File: config.mk
export PLATFORM = sky130hd
export DESIGN_NAME = wsr_mod
export DESIGN_NICKNAME = d
export VERILOG_FILES = /design/src/design/wsr_pkg.sv /design/src/design/wsr_mod.sv
export SDC_FILE = /design/constraint.sdc
export NUM_CORES = 1
export LEC_CHECK = 0
export BUFFER_PORTS_ARGS = -buffer_cell sky130_fd_sc_hd__buf_2
export CAP_MARGIN = 25
export CORE_MARGIN = 5
export CORE_UTILIZATION = 50
export DETAILED_ROUTE_END_ITERATION = 10
export GPL_TIMING_DRIVEN = 0
export PLACE_DENSITY = 0.78
export SKIP_LAST_GASP = 1
export SYNTH_ARGS = -nofsm -noshare
export SYNTH_HDL_FRONTEND = slang
export SYNTH_SLANG_ARGS = --single-unit
File: constraint.sdc
create_clock -name clk -period 2.13 [get_ports clk]
set_input_delay 0.213 -clock clk [delete_from_list [all_inputs] [get_ports clk]]
set_output_delay 0.213 -clock clk [all_outputs]
set_load 0.03 [all_outputs]
File: src/design/wsr_pkg.sv
// shared constants, types and codes of the symmetric wavetable reader
`default_nettype none

package wsr_pkg;

	localparam int TABLE_DEPTH = 1024;
	localparam int INDEX_BITS  = 32;

	localparam int SAMPLE_W     = 16;
	localparam int FIELD_IDX_W  = 32;
	localparam int MODE_W       = 3;
	localparam int LEN_W        = 11;
	localparam int CFG_IDX_W    = 1;
	localparam int CFG_DATA_W   = 11;

	localparam int ADDR_W    = $clog2(TABLE_DEPTH);
	localparam int N_W       = ADDR_W + 1;
	localparam int POS_W     = ADDR_W + 3;
	localparam int CNT_W     = $clog2(INDEX_BITS);
	localparam int LEN_CMP_W = (LEN_W > N_W) ? LEN_W : N_W;
	localparam int IDX_CMP_W = (INDEX_BITS > N_W) ? INDEX_BITS : N_W;

	typedef logic signed [SAMPLE_W-1:0] sample_t;

	typedef enum logic [MODE_W-1:0] {
		MODE_NONE     = 3'd0,
		MODE_REPEAT   = 3'd1,
		MODE_MIRROR_X = 3'd2,
		MODE_MIRROR_Y = 3'd3,
		MODE_QUARTER  = 3'd4
	} mode_t;

	typedef enum logic {
		CMD_WRITE = 1'b0,
		CMD_READ  = 1'b1
	} cmd_t;

	typedef enum logic [CFG_IDX_W-1:0] {
		CFG_REPEAT_MODE  = 1'b0,
		CFG_TABLE_LENGTH = 1'b1
	} cfg_reg_t;

	typedef enum logic [1:0] {
		ST_IDLE,
		ST_DIV,
		ST_FOLD,
		ST_READ
	} state_t;

endpackage

`default_nettype wire

File: src/design/wsr_mod.sv
// bit-serial restoring remainder unit, one index bit per cycle
`default_nettype none

module wsr_mod import wsr_pkg::*; (
	input  wire logic                  clk,
	input  wire logic                  arst_n,
	input  wire logic                  start,
	input  wire logic [INDEX_BITS-1:0] dividend,
	input  wire logic [POS_W-1:0]      divisor,
	output logic                       done,
	output logic      [POS_W-1:0]      remainder
);

	logic                  busy_q;
	logic                  done_q;
	logic [CNT_W-1:0]      cnt_q;
	logic [INDEX_BITS-1:0] dvd_q;
	logic [POS_W-1:0]      rem_q;
	logic [POS_W:0]        trial;
	logic [POS_W:0]        trial_sub;
	logic [POS_W-1:0]      rem_d;

	assign trial     = {rem_q, dvd_q[INDEX_BITS-1]};
	assign trial_sub = trial - {1'b0, divisor};
	assign rem_d     = (trial >= {1'b0, divisor}) ? trial_sub[POS_W-1:0] : trial[POS_W-1:0];

	always_ff @(posedge clk or negedge arst_n) begin
		if (!arst_n) begin
			busy_q <= 1'b0;
			done_q <= 1'b0;
			cnt_q  <= '0;
		end else begin
			done_q <= 1'b0;
			if (start) begin
				busy_q <= 1'b1;
				cnt_q  <= '0;
			end else if (busy_q) begin
				cnt_q <= cnt_q + 1'b1;
				if (cnt_q == CNT_W'(INDEX_BITS - 1)) begin
					busy_q <= 1'b0;
					done_q <= 1'b1;
				end
			end
		end
	end

	always_ff @(posedge clk) begin
		if (start) begin
			dvd_q <= dividend;
			rem_q <= '0;
		end else if (busy_q) begin
			dvd_q <= {dvd_q[INDEX_BITS-2:0], 1'b0};
			rem_q <= rem_d;
		end
	end

	assign done      = done_q;
	assign remainder = rem_q;

endmodule

`default_nettype wire
# Word level (Yosys, flattened, before mapping)
# Cells that the tools add are included.
[word_totals] register_bits=52 in_bits=48 out_inout_bits=14 elab_cells=21
[classes] add_sub_neg=2 order_cmp=1 eq_ne=1 muxes=11 reduce_logical=1
[ops] operator="$mux 32" count=2
[ops] operator="$ge 14x13->1" count=1
[ops] operator="$mux 13" count=1
[ops] operator="$sub 13x13->13" count=1
[ops] operator="$mux 5" count=2
[ops] operator="$mux 1" count=6
[ops] operator="$add 5x1->5 const B" count=1
[ops] operator="$eq 5x5->1 const B" count=1
[ops] operator="$reduce_bool 2->1" count=1

# Longest topological paths before layout
[depth] depth_word=4 mapped_depth=11 ltp_nobuf=10

# Least setup slack after synthesis
# No wires, ideal clock.
[synth_path] path_type="register to register" start="reg rem_q[0], in the netlist remainder[0]" end="reg rem_q[12], in the netlist remainder[12]" setup_time_ns=0.088 arrival_time_ns=2.329 required_time_ns=2.042 path_slack_ns=-0.287 path_stages_with_launch=11 n_path_buf=1 period_less_slack_ns=2.417 path_cell_list="dfxtp_1 inv_1 fa_1 nor2b_4 o211ai_1 nor3b_2 o21ai_2 o21a_2 buf_6 o211ai_1 a311oi_2"
[synth_between] elab_chain_len=2 elab_cells_between_ends=3 classes_between="1 x add/sub; 1 x order compare; 1 x mux"
[synth_rtl] item="from (decl)" line="wsr_mod.sv:18" source="logic [POS_W-1:0] rem_q;"
[synth_rtl] item="from (signal assigned)" line="wsr_mod.sv:53" source="rem_q <= rem_d;"
[synth_rtl] item="$sub 13x13->13 / $ge 14x13->1 (equally long branches)" line="wsr_mod.sv:24, wsr_mod.sv:25"
[synth_rtl] item="$mux 13 (*)" line="wsr_mod.sv:25" source="assign rem_d = (trial >= {1'b0, divisor}) ? trial_sub[POS_W-1:0] : trial[POS_W-1:0];"
# Every way passes the cells marked *; elsewhere a longest branch is shown, timed or not.
# A chain may end at the register's enable or synchronous reset.

# Worst setup path in the final report
[layout_path] start="reg dvd_q[31]" end="reg rem_q[12], in the netlist remainder[12]"
[layout_between] elab_chain_len=2 elab_cells_between_ends=3 classes_between="1 x add/sub; 1 x order compare; 1 x mux"
[layout_rtl] item="from (decl)" line="wsr_mod.sv:17" source="logic [INDEX_BITS-1:0] dvd_q;"
[layout_rtl] item="from (signal assigned)" line="wsr_mod.sv:49" source="dvd_q <= dividend;"
[layout_rtl] item="from (signal assigned)" line="wsr_mod.sv:52" source="dvd_q <= {dvd_q[INDEX_BITS-2:0], 1'b0};"
[layout_rtl] item="$sub 13x13->13 / $ge 14x13->1 (equally long branches)" line="wsr_mod.sv:24, wsr_mod.sv:25"
[layout_rtl] item="$mux 13 (*)" line="wsr_mod.sv:25"
# Marked as above.

==> out/qor.yml <==
yosysTopAreaCell: "edfxtp_1"
violations: "setup timing"
drv_slew: 0
synth-edff-count: 32
syn2layout_area_growth_pct: 24.3
initial_core_util_pct: 51.7
wl_per_cell_um: 15.8
cts.sinks: 52
yosysWarnings: 0
r2r-end: "remainder[12]"
hold_ws_ns: 0.192
p_int_mw: 2.33
grt_use_met3_pct: 4.93
arrival_ns: 2.62
grt_pass1_vias: 2290
p_sw_mw: 1.49
vias_per_cell: 5.55
synth_top_area_share_pct: 31.4
slew_headroom_pct: 45.4
die_width_um: 88.2
htree_levels: 2
yosysSeqAreaShare_pct: 45.6
worst_skew_pair.late_latency_ns: 0.31
final_cell_mix: "62 x buf_2, 32 x edfxtp_1, 31 x mux2_2"
tritoncts: "done"
grt_overflow: 0
crit_path_frequent_cell: "o211ai_1"
endpoint: "remainder[12]"
r2r_cells: 11
p_per_area_nw_per_um2: 1000
num-nets-final: 417
slowest_delay_ns: 0.43
period_share_pct: 116
seqPwrFrac_pct: 36.5
cap_violations: 0
num_antenna_cells: 0
yosys-top-cells-area: "edfxtp_1 31%, mux2_2 11%, dfxtp_1 8.5%"
finClkSkew_ns: 0.00744
drc: 0
end_kind: "flip-flop"
grt.met2_usage_pct: 29.2
ant_nets: 0
crit_start: "dvd_q[31]"
routabilityCongestion: 0.864
fp.coreArea_um2: 5920
grt_pass1_wl_um: 10900
syn_area_um2: 3060
switching_share_pct: 39.0
drive_gt1_share_pct: 42.9
power.leakage_nw: 1.69
detail_route.iter0.violations: 248
synthDistinctLibCells: 54
setup_violations: 13
finalHoldViolations: 0
cp-start-kind: "flip-flop"
rows: 28
required_ns: 2.28
r2r_slack_ns: -0.34
io_buffers: 60
fin_setup_tns_ns: -3.73
synthArstFlopShare_pct: 13.5
multiInputGateArea_um2: 1640
syn_area_per_cell_um2: 11.2
synthCells: 273
hpwl_um: 4900
gr-usage-met1_pct: 24.1
synthFlopType: "edfxtp_1"
p_comb_share_pct: 49.0
cp_slowest_cell: "edfxtp_1"
grtUsageTotal_pct: 18.0
clk_pin_slew_ns: 0.09
status: "finished, violations left"
worst_slack_ns: -0.338
fillCellCount: 476
ys_seq_elements: 52
die-area_um2: 7780
max_freq_mhz: 405
ctsLongestPathBuffers: 2
layout_min_cycle_time_ns: 2.47
worstPathCellList: "inv_2 > ha_4 > fa_2 > nor2b_4 > o211ai_1 > nor3b_4 > o21ai_2 > o21a_4 > buf_8 > o211ai_1 > a311oi_2"
worstMarginPinSlew_ns: 0.818
vias: 2381
grt_antenna_before_repair: 0
synth_nets: 337
worst-path-max-fanout: 5
die_y_um: 88.2
final_common_cell: "buf_2"
io_pins: 62
critical_path_class: "flip-flop to flip-flop"
regArea_um2: 1410
grt_start_max_net_pins: 26
rsz0062_at_grt: "true"
first_pass_iters: 4
ir_worst_vdd_mv: 0.662
cts_buffers: 5
r2r_start: "dvd_q[31]"
grt_most_used_layer: "met2"
clkPwrFrac_pct: 14.5
dpl_worst_slack_ns: -0.306
cts_root_buffer: "clkbuf_8"
wirelength_um: 6790
hp-class: "input port to flip-flop"
==> final cells by class <==
cell class / count / area share, %
plain buffers: 12 / 1.55
clock buffers: 5 / 1.81
clock inverters: 3 / 0.494
inverters: 18 / 1.78
multi-input cells: 192 / 43.2
flip-flops and latches: 52 / 37.0
well taps: 75 / 2.47
repair buffers: 72 / 11.7
==> kinds of logic after synthesis <==
group	after synthesis	share of synthesized area, %
simple gates	71	12.6
compound gates	59	15.3
mux	35	12.7
flops	52	45.6
buf+inv	30	4.01
xor+xnor	10	2.86
fa+ha+maj	16	6.79
==> flip-flops by register name (all words and copies together) (netlist names) <==
signal	cells
dvd_q	32
busy_q	1
remainder	13
done	1
cnt_q	5
==> through the flow <==
step / std cells / utilization [%] / power, mW / area (um^2)
after floorplan: 273 / - / 2.64 / 3080
after global placement: 408 / 58.6 / 2.98 / 3470
after detailed placement: 409 / 59.1 / 3.02 / 3500
after CTS: 427 / 63.4 / 3.73 / 3750
after global routing: 429 / 64.2 / 4.07 / 3800
final: 429 / 64.2 / 3.82 / 3800
==> synth_stat cells, types with 2 or more instances <==
library cell	count
clkbuf_1	7
dfxtp_1	13
o211ai_1	6
a311oi_2	3
buf_1	2
o22ai_1	2
o21ai_0	5
o211a_1	2
nor3_1	2
or3_1	3
buf_2	2
dfrtp_1	7
mux2_2	31
nand3_1	9
inv_1	18
and2_1	3
a311oi_1	5
nor3b_2	2
a21boi_0	2
o211ai_2	2
nor2_1	22
o21a_1	3
a21oi_1	10
ha_1	15
edfxtp_1	32
nand2b_1	2
xnor2_1	7
a21o_1	4
o21ai_2	7
and3_1	3
nand2_1	14
xor2_1	3
mux2i_1	4
==> metal layers <==
metal  routed length [um]  vias to the layer above
met4                   53                        0
met1                 2980                     1135
met3                  390                        6
met2                 3370                       61
met5                    0                        -
li1                     -                     1179
==> worst min-delay path by stage <==
stage / start / to / slack (ns) / cells past startpoint
2_1_floorplan: arst_n / busy_q / -0.08 / 0
5_1_grt: dividend[0] / dvd_q[0] / 0.17 / 2
4_1_cts: dividend[0] / dvd_q[0] / 0.18 / 2
6_report: dividend[0] / dvd_q[0] / 0.19 / 2
3_5_place_dp: arst_n / done / 0.05 / 1
3_3_place_gp: arst_n / cnt_q[0] / 0.05 / 1
==> power by group through the flow <==
stage	Combinational [mW]	Clock [mW]	Sequential, mW
finish	1.87	0.552	1.39
global route	2.03	0.621	1.42
CTS	1.77	0.563	1.40
detailed placement	1.61	0	1.41
global placement	1.58	0	1.40
floorplan	1.10	0	1.54
==> worst max-delay path, delay by kind of cell, from the launching register on <==
family / cells / cell delay [ns]
flip-flops: 1 / 0.43
buffers and inverters: 2 / 0.24
AO/OA/AOI/OAI: 5 / 0.95
AND/OR/NAND/NOR: 2 / 0.33
adder cells (fa/ha/maj): 2 / 0.35
==> what timing repair did <==
action / in CTS / in global routing
hold buffers: 1 / 0
gates cloned: 2 / 0
hold endpoints to repair: 7 / 0
gates resized for setup: 15 / 5
setup buffers: 7 / 2
pin swaps: 8 / 7
setup endpoints to repair: 13 / 13
(Power assumes the default switching activity.)
